$ cat config.mk
export PLATFORM = sky130hd
export DESIGN_NAME = linear_interp_resampler
export DESIGN_NICKNAME = d
export VERILOG_FILES = /design/src/hw/rtl/lir_pkg.sv /design/src/hw/rtl/lir_lane.sv /design/src/hw/rtl/lir_seq.sv /design/src/hw/rtl/linear_interp_resampler.sv
export VERILOG_INCLUDE_DIRS = /design/src /design/src/hw/rtl
export SDC_FILE = /design/constraint.sdc
export NUM_CORES = 2
export LEC_CHECK = 0
export BUFFER_PORTS_ARGS = -buffer_cell sky130_fd_sc_hd__buf_2
export CORE_MARGIN = 3
export CORE_UTILIZATION = 45
export CTS_CLUSTER_DIAMETER = 60
export DETAILED_ROUTE_END_ITERATION = 6
export SYNTH_ARGS = -nofsm -noshare
export SYNTH_HDL_FRONTEND = slang
export SYNTH_SLANG_ARGS = --single-unit
$ cat constraint.sdc
create_clock -name clk -period 11.1 [get_ports clk]
set_input_delay 0 -clock clk [delete_from_list [all_inputs] [get_ports clk]]
set_output_delay 0 -clock clk [all_outputs]
set_load 0.05 [all_outputs]
$ cat src/hw/rtl/assert_macros.svh
// Concurrent assertion helpers shared by the RTL.
`ifndef ASSERT_MACROS_SVH
`define ASSERT_MACROS_SVH

`ifndef SYNTHESIS
// Property must hold on every clock edge outside reset.
`define ASSERT_PROP(lbl, clk, rst_n, prop, msg) \
	lbl: assert property (@(posedge clk) disable iff (!rst_n) prop) else $error(msg);
// Condition must never be true outside reset.
`define ASSERT_NEVER(lbl, clk, rst_n, cond, msg) \
	lbl: assert property (@(posedge clk) disable iff (!rst_n) !(cond)) else $error(msg);
`else
`define ASSERT_PROP(lbl, clk, rst_n, prop, msg)
`define ASSERT_NEVER(lbl, clk, rst_n, cond, msg)
`endif

`endif

$ cat src/hw/rtl/lir_pkg.sv
`default_nettype none
package lir_pkg;

	localparam int SAMPLE_W     = 16;
	localparam int FRAC_BITS    = 32;
	localparam int PHASE_W      = 36;
	localparam int MAX_UPSAMPLE = 8;
	localparam int CNT_W        = $clog2(MAX_UPSAMPLE + 1);
	localparam int NUM_W        = SAMPLE_W + FRAC_BITS + 2;

	localparam logic [PHASE_W-1:0] ONE_UNIT  = PHASE_W'(1) << FRAC_BITS;
	localparam logic [PHASE_W-1:0] PHASE_MAX = '1;

	localparam int APB_AW      = 4;
	localparam int APB_DW      = 64;
	localparam int REG_SEL_BIT = 3;

	typedef enum logic [0:0] {
		REG_PHASE_STEP = 1'b0,
		REG_STEREO     = 1'b1
	} lir_reg_t;

	// Control that travels alongside one output point.
	typedef struct packed {
		logic valid;
		logic last;
	} lir_point_t;

endpackage
`default_nettype wire

$ cat src/hw/rtl/lir_lane.sv
`default_nettype none
module lir_lane import lir_pkg::*; (
	input  logic                       clk,
	input  logic                       en,
	input  logic signed [SAMPLE_W-1:0] held,
	input  logic signed [SAMPLE_W-1:0] cur,
	input  logic        [FRAC_BITS-1:0] frac,
	output logic signed [SAMPLE_W-1:0] res
);

	localparam logic signed [NUM_W-1:0] RND = NUM_W'({FRAC_BITS{1'b1}});

	logic signed [SAMPLE_W:0]    diff;
	logic signed [FRAC_BITS:0]   frac_ext;
	logic signed [NUM_W-1:0]     prod;
	logic signed [NUM_W-1:0]     prod_s1;
	logic signed [SAMPLE_W-1:0]  held_s1;
	logic signed [NUM_W-1:0]     base;
	logic signed [NUM_W-1:0]     num;
	logic signed [NUM_W-1:0]     adj;

	always_comb begin
		diff     = {cur[SAMPLE_W-1], cur} - {held[SAMPLE_W-1], held};
		frac_ext = {1'b0, frac};
		prod     = NUM_W'(diff) * NUM_W'(frac_ext);
	end

	always_ff @(posedge clk) begin
		if (en) begin
			prod_s1 <= prod;
			held_s1 <= held;
		end
	end

	// Truncate toward zero: bias negative sums by one unit less one before the shift.
	always_comb begin
		base = {{(NUM_W-SAMPLE_W-FRAC_BITS){held_s1[SAMPLE_W-1]}}, held_s1, {FRAC_BITS{1'b0}}};
		num  = base + prod_s1;
		adj  = num + (num[NUM_W-1] ? RND : '0);
		res  = adj[FRAC_BITS +: SAMPLE_W];
	end

endmodule
`default_nettype wire

$ cat src/hw/rtl/lir_seq.sv
`default_nettype none
`include "assert_macros.svh"
module lir_seq import lir_pkg::*; (
	input  logic                       clk,
	input  logic                       arst_n,
	input  logic                       in_valid,
	input  logic signed [SAMPLE_W-1:0] left_sample,
	input  logic signed [SAMPLE_W-1:0] right_sample,
	input  logic                       block_start,
	input  logic [PHASE_W-1:0]         phase_step,
	input  logic                       stereo,
	input  logic                       adv,
	output logic                       busy,
	output lir_point_t                 pt,
	output logic [FRAC_BITS-1:0]       frac,
	output logic signed [SAMPLE_W-1:0] held_l,
	output logic signed [SAMPLE_W-1:0] held_r,
	output logic signed [SAMPLE_W-1:0] cur_l,
	output logic signed [SAMPLE_W-1:0] cur_r
);

	logic                       busy_q;
	logic                       have_held_q;
	logic [PHASE_W-1:0]         phase_q;
	logic [CNT_W-1:0]           cnt_q;
	logic signed [SAMPLE_W-1:0] held_l_q;
	logic signed [SAMPLE_W-1:0] held_r_q;
	logic signed [SAMPLE_W-1:0] cur_l_q;
	logic signed [SAMPLE_W-1:0] cur_r_q;

	logic                       accept;
	logic signed [SAMPLE_W-1:0] in_r;
	logic [PHASE_W:0]           sum;
	logic [PHASE_W-1:0]         np;
	logic                       in_range;
	logic                       cnt_last;
	logic                       issue;
	logic                       run_done;

	always_comb begin
		accept   = in_valid && !busy_q;
		in_r     = stereo ? right_sample : '0;
		sum      = {1'b0, phase_q} + {1'b0, phase_step};
		np       = sum[PHASE_W] ? PHASE_MAX : sum[PHASE_W-1:0];
		in_range = phase_q < ONE_UNIT;
		cnt_last = cnt_q == CNT_W'(MAX_UPSAMPLE - 1);
		issue    = busy_q && in_range && adv;
		run_done = (np >= ONE_UNIT) || cnt_last;
	end

	always_ff @(posedge clk or negedge arst_n) begin
		if (!arst_n) begin
			busy_q      <= 1'b0;
			have_held_q <= 1'b0;
			phase_q     <= '0;
			cnt_q       <= '0;
			held_l_q    <= '0;
			held_r_q    <= '0;
		end else if (accept) begin
			if (block_start || !have_held_q) begin
				held_l_q    <= left_sample;
				held_r_q    <= in_r;
				phase_q     <= '0;
				have_held_q <= 1'b1;
			end else begin
				busy_q <= 1'b1;
				cnt_q  <= '0;
			end
		end else if (busy_q) begin
			if (!in_range) begin
				// Phase already past this interval: drop one interval, no word.
				phase_q  <= phase_q - ONE_UNIT;
				held_l_q <= cur_l_q;
				held_r_q <= cur_r_q;
				busy_q   <= 1'b0;
			end else if (issue) begin
				cnt_q <= cnt_q + CNT_W'(1);
				if (run_done) begin
					phase_q  <= (np < ONE_UNIT) ? '0 : np - ONE_UNIT;
					held_l_q <= cur_l_q;
					held_r_q <= cur_r_q;
					busy_q   <= 1'b0;
				end else begin
					phase_q <= np;
				end
			end
		end
	end

	always_ff @(posedge clk) begin
		if (accept) begin
			cur_l_q <= left_sample;
			cur_r_q <= in_r;
		end
	end

	assign busy     = busy_q;
	assign pt.valid = issue;
	assign pt.last  = run_done;
	assign frac     = phase_q[FRAC_BITS-1:0];
	assign held_l   = held_l_q;
	assign held_r   = held_r_q;
	assign cur_l    = cur_l_q;
	assign cur_r    = cur_r_q;

	`ASSERT_PROP(a_issue_count, clk, arst_n, issue |-> (cnt_q < CNT_W'(MAX_UPSAMPLE)), "too many points in one run")
	`ASSERT_PROP(a_last_ends_run, clk, arst_n, (issue && run_done) |=> !busy_q, "run continues after last point")
	`ASSERT_NEVER(n_busy_without_frame, clk, arst_n, busy_q && !have_held_q, "run started with no held frame")
	`ASSERT_PROP(a_run_starts_at_zero, clk, arst_n, $rose(busy_q) |-> (cnt_q == '0), "point count not cleared at run start")

endmodule
`default_nettype wire

$ cat src/hw/rtl/linear_interp_resampler.sv
// Linear interpolation sample rate converter.
// Input channel (in_valid/in_stall): one frame per word, left_sample, right_sample and
// block_start. Output channel (out_valid/out_stall): one interpolated frame per word,
// left_out, right_out and last_of_run, set on the final word caused by an input frame.
// Configuration over APB with 64-bit data: phase_step at address 0x0 (36 bits, 32 fraction
// bits, input rate over output rate) and stereo at 0x8. Write them only while idle.
// A frame with block_start, or the first frame after reset, only loads the held frame and
// clears the phase. Any other frame produces n words, 0 to 8. The phase sequencer issues one
// point per cycle while no stalled word holds the pipeline, and in_stall stays high until
// its run has been issued.
// Each point passes a multiply stage in the two lanes and then the output register.
// When out_stall is high with a word waiting, the lanes freeze, the sequencer issues no point
// and the word holds; a new frame can still be taken once the previous run has been issued.
// Reset clears the phase, the held frame and all valids; phase_step returns to 1.0 and
// stereo to 1. In mono, right_out is zero.
`default_nettype none
module linear_interp_resampler import lir_pkg::*; (
	input  logic                       clk,
	input  logic                       arst_n,
	input  logic                       psel,
	input  logic                       penable,
	input  logic                       pwrite,
	input  logic [APB_AW-1:0]          paddr,
	input  logic [APB_DW-1:0]          pwdata,
	output logic [APB_DW-1:0]          prdata,
	output logic                       pready,
	input  logic                       in_valid,
	output logic                       in_stall,
	input  logic signed [SAMPLE_W-1:0] left_sample,
	input  logic signed [SAMPLE_W-1:0] right_sample,
	input  logic                       block_start,
	output logic                       out_valid,
	input  logic                       out_stall,
	output logic signed [SAMPLE_W-1:0] left_out,
	output logic signed [SAMPLE_W-1:0] right_out,
	output logic                       last_of_run
);

	logic [PHASE_W-1:0]         phase_step_q;
	logic                       stereo_q;
	lir_reg_t                   reg_sel;
	logic                       cfg_wr;

	logic                       adv;
	logic                       busy;
	lir_point_t                 pt;
	lir_point_t                 pt_s1;
	logic [FRAC_BITS-1:0]       frac;
	logic signed [SAMPLE_W-1:0] held_l;
	logic signed [SAMPLE_W-1:0] held_r;
	logic signed [SAMPLE_W-1:0] cur_l;
	logic signed [SAMPLE_W-1:0] cur_r;
	logic signed [SAMPLE_W-1:0] res_l;
	logic signed [SAMPLE_W-1:0] res_r;

	logic                       out_valid_q;
	logic                       last_q;
	logic signed [SAMPLE_W-1:0] left_q;
	logic signed [SAMPLE_W-1:0] right_q;

	// Configuration registers
	assign pready  = 1'b1;
	assign reg_sel = lir_reg_t'(paddr[REG_SEL_BIT]);
	assign cfg_wr  = psel && penable && pwrite && pready;

	always_ff @(posedge clk or negedge arst_n) begin
		if (!arst_n) begin
			phase_step_q <= ONE_UNIT;
			stereo_q     <= 1'b1;
		end else if (cfg_wr) begin
			unique case (reg_sel)
				REG_PHASE_STEP: phase_step_q <= pwdata[PHASE_W-1:0];
				REG_STEREO:     stereo_q     <= pwdata[0];
				default:        ;
			endcase
		end
	end

	always_comb begin
		unique case (reg_sel)
			REG_PHASE_STEP: prdata = APB_DW'(phase_step_q);
			REG_STEREO:     prdata = APB_DW'(stereo_q);
			default:        prdata = '0;
		endcase
	end

	// Whole point pipeline advances unless a word waits on a stalled receiver.
	assign adv = !(out_valid_q && out_stall);

	lir_seq u_seq (
		.clk          (clk),
		.arst_n       (arst_n),
		.in_valid     (in_valid),
		.left_sample  (left_sample),
		.right_sample (right_sample),
		.block_start  (block_start),
		.phase_step   (phase_step_q),
		.stereo       (stereo_q),
		.adv          (adv),
		.busy         (busy),
		.pt           (pt),
		.frac         (frac),
		.held_l       (held_l),
		.held_r       (held_r),
		.cur_l        (cur_l),
		.cur_r        (cur_r)
	);

	assign in_stall = busy;

	lir_lane u_lane_l (
		.clk  (clk),
		.en   (adv),
		.held (held_l),
		.cur  (cur_l),
		.frac (frac),
		.res  (res_l)
	);

	lir_lane u_lane_r (
		.clk  (clk),
		.en   (adv),
		.held (held_r),
		.cur  (cur_r),
		.frac (frac),
		.res  (res_r)
	);

	always_ff @(posedge clk or negedge arst_n) begin
		if (!arst_n) begin
			pt_s1       <= '0;
			out_valid_q <= 1'b0;
		end else if (adv) begin
			pt_s1       <= pt;
			out_valid_q <= pt_s1.valid;
		end
	end

	// Merge both lanes into the output word.
	always_ff @(posedge clk) begin
		if (adv && pt_s1.valid) begin
			left_q  <= res_l;
			right_q <= stereo_q ? res_r : '0;
			last_q  <= pt_s1.last;
		end
	end

	assign out_valid   = out_valid_q;
	assign left_out    = left_q;
	assign right_out   = right_q;
	assign last_of_run = last_q;

endmodule
`default_nettype wire
## Word-level counts from Yosys, hierarchy flattened

Index checks and enable logic that the tools add are counted.

- RAM bits: 0
- Word-level logic and storage cells: 97
- Memories: 0
- Bits in read-only memories: 0
- Bits in latches: 0
- Input bits: 108
- Register bits after elaboration: 311

- $lt $le $gt $ge: 3
- Divide/modulo/power cells: 0
- Equality and inequality tests: 5
- Reduce and logical (&&, ||, !) cells: 21
- Add/sub/neg operators: 10
- Shift-type cells: 0
- $mul: 2
- Multiplexer cells: 35
- Bitwise operators: 1

Operators by type and width:

| cell | count |
|---|---|
| 2-to-1 mux 36 bit | 8 |
| 2-to-1 mux 16 bit | 13 |
| one-hot mux 64 bit (2 select lines) | 1 |
| adder 48 x 50 -> 50 bit | 2 |
| multiplier 17 x 33 -> 50 bit | 2 |
| adder 48 bit | 2 |
| less-than comparator 36 x 33 -> 1 bit (second input constant) | 2 |
| subtractor 36 x 33 -> 36 bit (second input constant) | 2 |
| 2-to-1 mux 32 bit | 2 |
| adder 36 x 36 -> 37 bit | 1 |
| >= comparator 36 x 33 -> 1 bit (second input constant) | 1 |
| subtractor 16 x 16 -> 17 bit | 2 |
| 2-to-1 mux 4 bit | 5 |
| AND reduction 4 bit | 2 |
| logical AND 1 bit | 7 |
| 2-to-1 mux 1 bit | 6 |
| != test 3 x 2 -> 1 bit (second input constant) | 2 |
| AND reduction 2 bit | 3 |
| nonzero test 2 bit | 3 |
| adder 4 x 1 -> 4 bit (second input constant) | 1 |
| equality test 4 x 3 -> 1 bit (second input constant) | 1 |
| != test 2 bit (second input constant) | 2 |
| logical NOT 1 bit | 3 |
| AND reduction 3 bit | 1 |
| other kinds (2) | 3 |

## Depth between registers and ports, before layout

- Depth in word-level cells: 9
- Depth in mapped cells: 39
- Depth with buffers taken out: 37

## Cells and area by module

From an unflattened synthesis, not the netlist that was laid out.

- Cells, all modules: 6264
- Area, all modules: 56909.6 µm²

Modules (own cells, without submodules):

| module | instances | cells an instance | area an instance (µm²) |
|---|---|---|---|
| lir_lane at u_lane_l | 1 | 2519 | 22525.4 |
| lir_lane at u_lane_r | 1 | 2507 | 22360.2 |
| lir_seq | 1 | 1030 | 8822.2 |
| linear_interp_resampler | 1 | 208 | 3201.8 |

## Least setup slack after synthesis

Ideal clock, no wire load.

- Kind: register to register
- Start: reg u_seq.held_l_q[1], in the netlist u_seq.held_l[1]
- End: reg u_lane_l.prod_s1[49] (data pin)
- Setup slack: 2.016 ns
- Library setup time: 0.260 ns
- Clock period less this slack: 9.084 ns
- Arrival: 8.824 ns
- Buffers on the path: 2
- Cell stages (with the launch flop): 37
- Cell sequence: dfrtp_1 -> inv_1 -> ha_1 -> nor2b_1 -> o21ai_0 -> a21boi_0 -> o21ai_0 -> a21boi_0 -> o2111ai_1 -> nand3_1 -> o41ai_1 -> o211a_1 -> clkbuf_1 -> o311a_1 -> clkbuf_1 -> nand2_1 -> fa_1 -> inv_1 -> fa_1 -> fa_1 -> fa_1 -> fa_1 -> inv_1 -> fa_1 -> inv_1 -> ha_1 -> and3_1 -> nor4b_1 -> a221oi_1 -> o311ai_0 -> a31o_2 -> a31o_2 -> a21oi_1 -> o31ai_1 -> a221o_1 -> a21oi_1 -> xnor2_1

- Longest elaborated chain between the ends: 2

RTL lines:

| item | RTL line | source |
|---|---|---|
| from (decl) | lir_seq.sv:26 | `logic signed [SAMPLE_W-1:0] held_l_q;` |
| from (signal assigned) | lir_seq.sv:61 | `held_l_q <= left_sample;` |
| from (signal assigned) | lir_seq.sv:73 | `held_l_q <= cur_l_q;` |
| from (signal assigned) | lir_seq.sv:80 | `held_l_q <= cur_l_q;` |
| subtractor 16 x 16 -> 17 bit | lir_lane.sv:23 | `diff = {cur[SAMPLE_W-1], cur} - {held[SAMPLE_W-1], held};` |
| multiplier 17 x 33 -> 50 bit | lir_lane.sv:25 | `prod = NUM_W'(diff) * NUM_W'(frac_ext);` |
| net u_lane_l.prod[49] | lir_lane.sv:15 | `logic signed [NUM_W-1:0] prod;` |
| to (signal assigned) | lir_lane.sv:30 | `prod_s1 <= prod;` |
| to (decl) | lir_lane.sv:16 | `logic signed [NUM_W-1:0] prod_s1;` |

The timed path passes the listed nets, and every way through them passes these cells.
A chain may end at the register's enable or synchronous reset.

## Final worst setup path

- Start: reg u_seq.held_l_q[0], in the netlist u_seq.held_l[0]
- End: reg u_lane_l.prod_s1[49] (data pin)

Same word-level chain as after synthesis.

==> metrics.md <==
| Metric | Value |
|---|---|
| Post-synth top area share | `0.321` |
| Wire per inst | `18.9 µm` |
| Period Utilization, post-route | `0.928` |
| Syn-to-layout area delta | `8.33%` |
| CTS Sinks | `311` |
| GPL Wtd Cong | `~0.93` |
| Yosys warns | `0` |
| Die span in x | `between 300 and 400 µm` |
| DPL Wire Length | `116 mm` |
| Reg2Reg Depth | `35` |
| Area post-placement | `0.0589 mm²` |
| ANT cells | `0` |
| # IOs | `around 210` |
| Final WL | `152 mm` |
| Hold Vio Cnt, Final | `0` |
| Delay of the slowest cell on the worst path | `0.64 ns` |
| Top cell by count, worst path | `fa_1` |
| Worst Slack Setup Final | `between 0.8 and 0.9 ns` |
| FF-to-FF End | `u_lane_l.prod_s1[49]` |
| Leading cell type in the layout, fill and taps excluded | `inv_1` |
| Fmax | `0.0971 GHz` |
| Slew headroom | `0.181` |
| Startpoint types | `flop` |
| Final setup violation count | `0` |
| Worst R2R Start | `u_seq.held_l[0]` |
| Clock Latency Late Sink | `0.60 ns` |
| RSZ-0062 raised after global routing | `no` |
| Share of cells above drive strength 1 | `0.0723` |
| DR vias | `approximately 43000` |
| Cells after Synth | `6314` |
| Fin nets | `7865` |
| Dpl ws | `0.827 ns` |
| Status | `complete, no violations` |
| Maxcap violations | `0` |
| Core Area | `about 0.12 mm²` |
| Worst hold path type | `primary input to asynchronous set/reset pin` |
| TritonCTS clock tree | `built` |
| Area of the mapped netlist | `0.0563 mm²` |
| Via-per-instance ratio | `5.38` |
| Number of routed nets with antenna violations | `0` |
| Top cells by area, synth | `fa_1, ha_1, edfxtp_1, inv_1, nand2_1` |
| DRC Markers | `0` |
| Worst setup EP type | `flop` |
| TritonCTS Buffers | `41` |
| First-pass GRT wire length | `246 mm` |
| Sequential-to-total area share from yosys stat | `0.156` |
| # fillers | `approximately 12000` |
| Initial DRT Pass Iterations | `6` |
| CTS clk-pin slew, worst paths | `0.07 ns` |
| CTS root buf | `clkbuf_16` |
| Initial Util | `0.454` |
| Syn Area/Cell | `8.92 µm²` |
| Slew Limit Fails | `0` |
| Vias in the first global route | `45000` |
| Worst EP required | `11.46 ns` |
| Clock Tree Buf Depth | `3` |
| H-tree depth | `2` |
| Worst R2R Setup Slack | `0.80 ns` |
| Crit-path max FO | `10` |
| FF+latch area | `~0.0088 mm²` |
| Most frequent cells in the layout | `inv_1, fa_1, nand2_1` |
| Slowest CP cell | `a2bb2oi_2` |
| Dpl cells | `7889` |
| Crit Path Category | `flop to flop` |
| Final Skew | `0.0324 ns` |
| Setup_tns | `0 ns` |
| CP bufs+invs | `4` |
| Clock period minus worst slack | `just over 10 ns` |
| Final Non-Filler Cells | `between 8000 and 9000` |
| EDFF count, synth | `slightly below 200` |
| Largest net degree at the start of global routing | `67` |
| Design Area, Final | `0.0610 mm²` |
| Number of port buffers | `147` |
| Crit-path leading delay family | `compound AO/OA/AOI/OAI gates` |
| Die Y | `360 µm` |
| Post-synth ARST share | `0.367` |
| Antenna violations before repair | `4` |
| Slew @ Worst Pin | `1.23 ns` |
| Top cell type by total area after synthesis | `fa_1` |
| Distinct cells, synth | `93` |
| Remaining Overflow, GRT | `0` |
| Multi-input logic area | `0.0418 mm²` |
| Die ar. | `0.129 mm²` |
| GRT Util Overall | `0.237` |
| WP data arrival | `10.65 ns` |
| DRT iter0 DRCs | `2730` |
| Rows | `129` |
| Top_reg_cell synth | `edfxtp_1` |
| Synthesized flop and latch total | `311` |
==> cells in the mapped netlist (37+ instances only) <==
| cell | n |
|---|---|
| o21ai_0 | 154 |
| nand4_1 | 74 |
| dfrtp_1 | 112 |
| fa_1 | 903 |
| and3_1 | 37 |
| mux2_2 | 39 |
| a21oi_1 | 199 |
| inv_1 | 1235 |
| a31oi_1 | 55 |
| and2_1 | 239 |
| mux2i_1 | 62 |
| nand2_1 | 847 |
| nand3_1 | 119 |
| edfxtp_1 | 197 |
| clkbuf_1 | 310 |
| xnor2_1 | 135 |
| nor3_1 | 41 |
| a21o_1 | 109 |
| nor2b_1 | 188 |
| xor2_1 | 53 |
| o211ai_1 | 54 |
| ha_1 | 484 |
| nor2_1 | 221 |
==> routing by layer <==
metal,track usage,share of wire,routed length [µm]
met1,0.309,0.42,64000
met2,0.416,0.49,74900
met3,0.0239,0.054,8250
met4,0.0706,0.031,4750
met5,0,0,0
==> layout make-up <==
type	instances	share of cell area
multi-input combinational	4436	0.685
sequential	311	0.144
inverter	1237	0.0761
timing repair buffer	343	0.0397
tap	1637	0.0336
clock buffer	52	0.0181
clock inverter	22	0.00402
==> timing repair <==
| action | in CTS | in global routing |
|---|---|---|
| hold buffers | 75 | 0 |
| setup buffers | 0 | 0 |
| hold endpoints to repair | 232 | 0 |
| gates resized for setup | 0 | 0 |
==> worst max-delay path by stage <==
stage	start	endpoint	slack [ns]	cells after the start
CTS	u_seq.held_l[0]	u_lane_l.prod_s1[49]	0.84	35
finish	u_seq.held_l[0]	u_lane_l.prod_s1[49]	0.80	35
global route	u_seq.held_l[0]	u_lane_l.prod_s1[49]	0.23	35
floorplan	u_seq.held_l[1]	u_lane_l.prod_s1[49]	2.02	36
global placement	u_seq.held_l[0]	u_lane_l.prod_s1[49]	0.88	35
detailed placement	u_seq.held_l[0]	u_lane_l.prod_s1[49]	0.83	35
==> cell families after synthesis <==
family          Yosys count  synth area share
flops                   311             0.156
xor+xnor                188            0.0292
buf+inv                1594             0.109
fa+ha+maj              1387             0.428
simple gates           1925             0.166
other cells               2          0.000133
compound gates          805            0.0931
mux                     102            0.0190
==> worst register-to-register path: cells and delay by family (launching register included) <==
kind            cells  cell delay, ns
fa+ha+maj           9            3.80
buf+inv             4            0.37
compound gates     14            4.31
simple gates        7            1.09
xor+xnor            1            0.12
flops               1            0.39
==> metrics by stage <==
stage / hold WS [ns] / util
floorplan: -0.296 / -
global placement: -0.0901 / 0.475
detailed placement: -0.0918 / 0.475
CTS: 0.0868 / 0.492
global route: 0.125 / 0.492
finish: 0.0692 / 0.492
==> flip-flops by register name, summed over array words and instances, names as in the netlist, 2 cells and up <==
| signal | flops |
|---|---|
| u_lane_r.held_s1 | 16 |
| left_out | 16 |
| right_out | 16 |
| phase_step_q | 36 |
| u_seq.held_l | 16 |
| u_seq.phase_q | 36 |
| u_seq.cnt_q | 4 |
| pt_s1 | 2 |
| u_seq.cur_r | 16 |
| u_lane_l.prod_s1 | 50 |
| u_seq.held_r | 16 |
| u_lane_l.held_s1 | 16 |
| u_seq.cur_l | 16 |
| u_lane_r.prod_s1 | 50 |
Power is not shown: default switching activity piles up to over one toggle a cycle in this logic, so the estimate is an artifact.
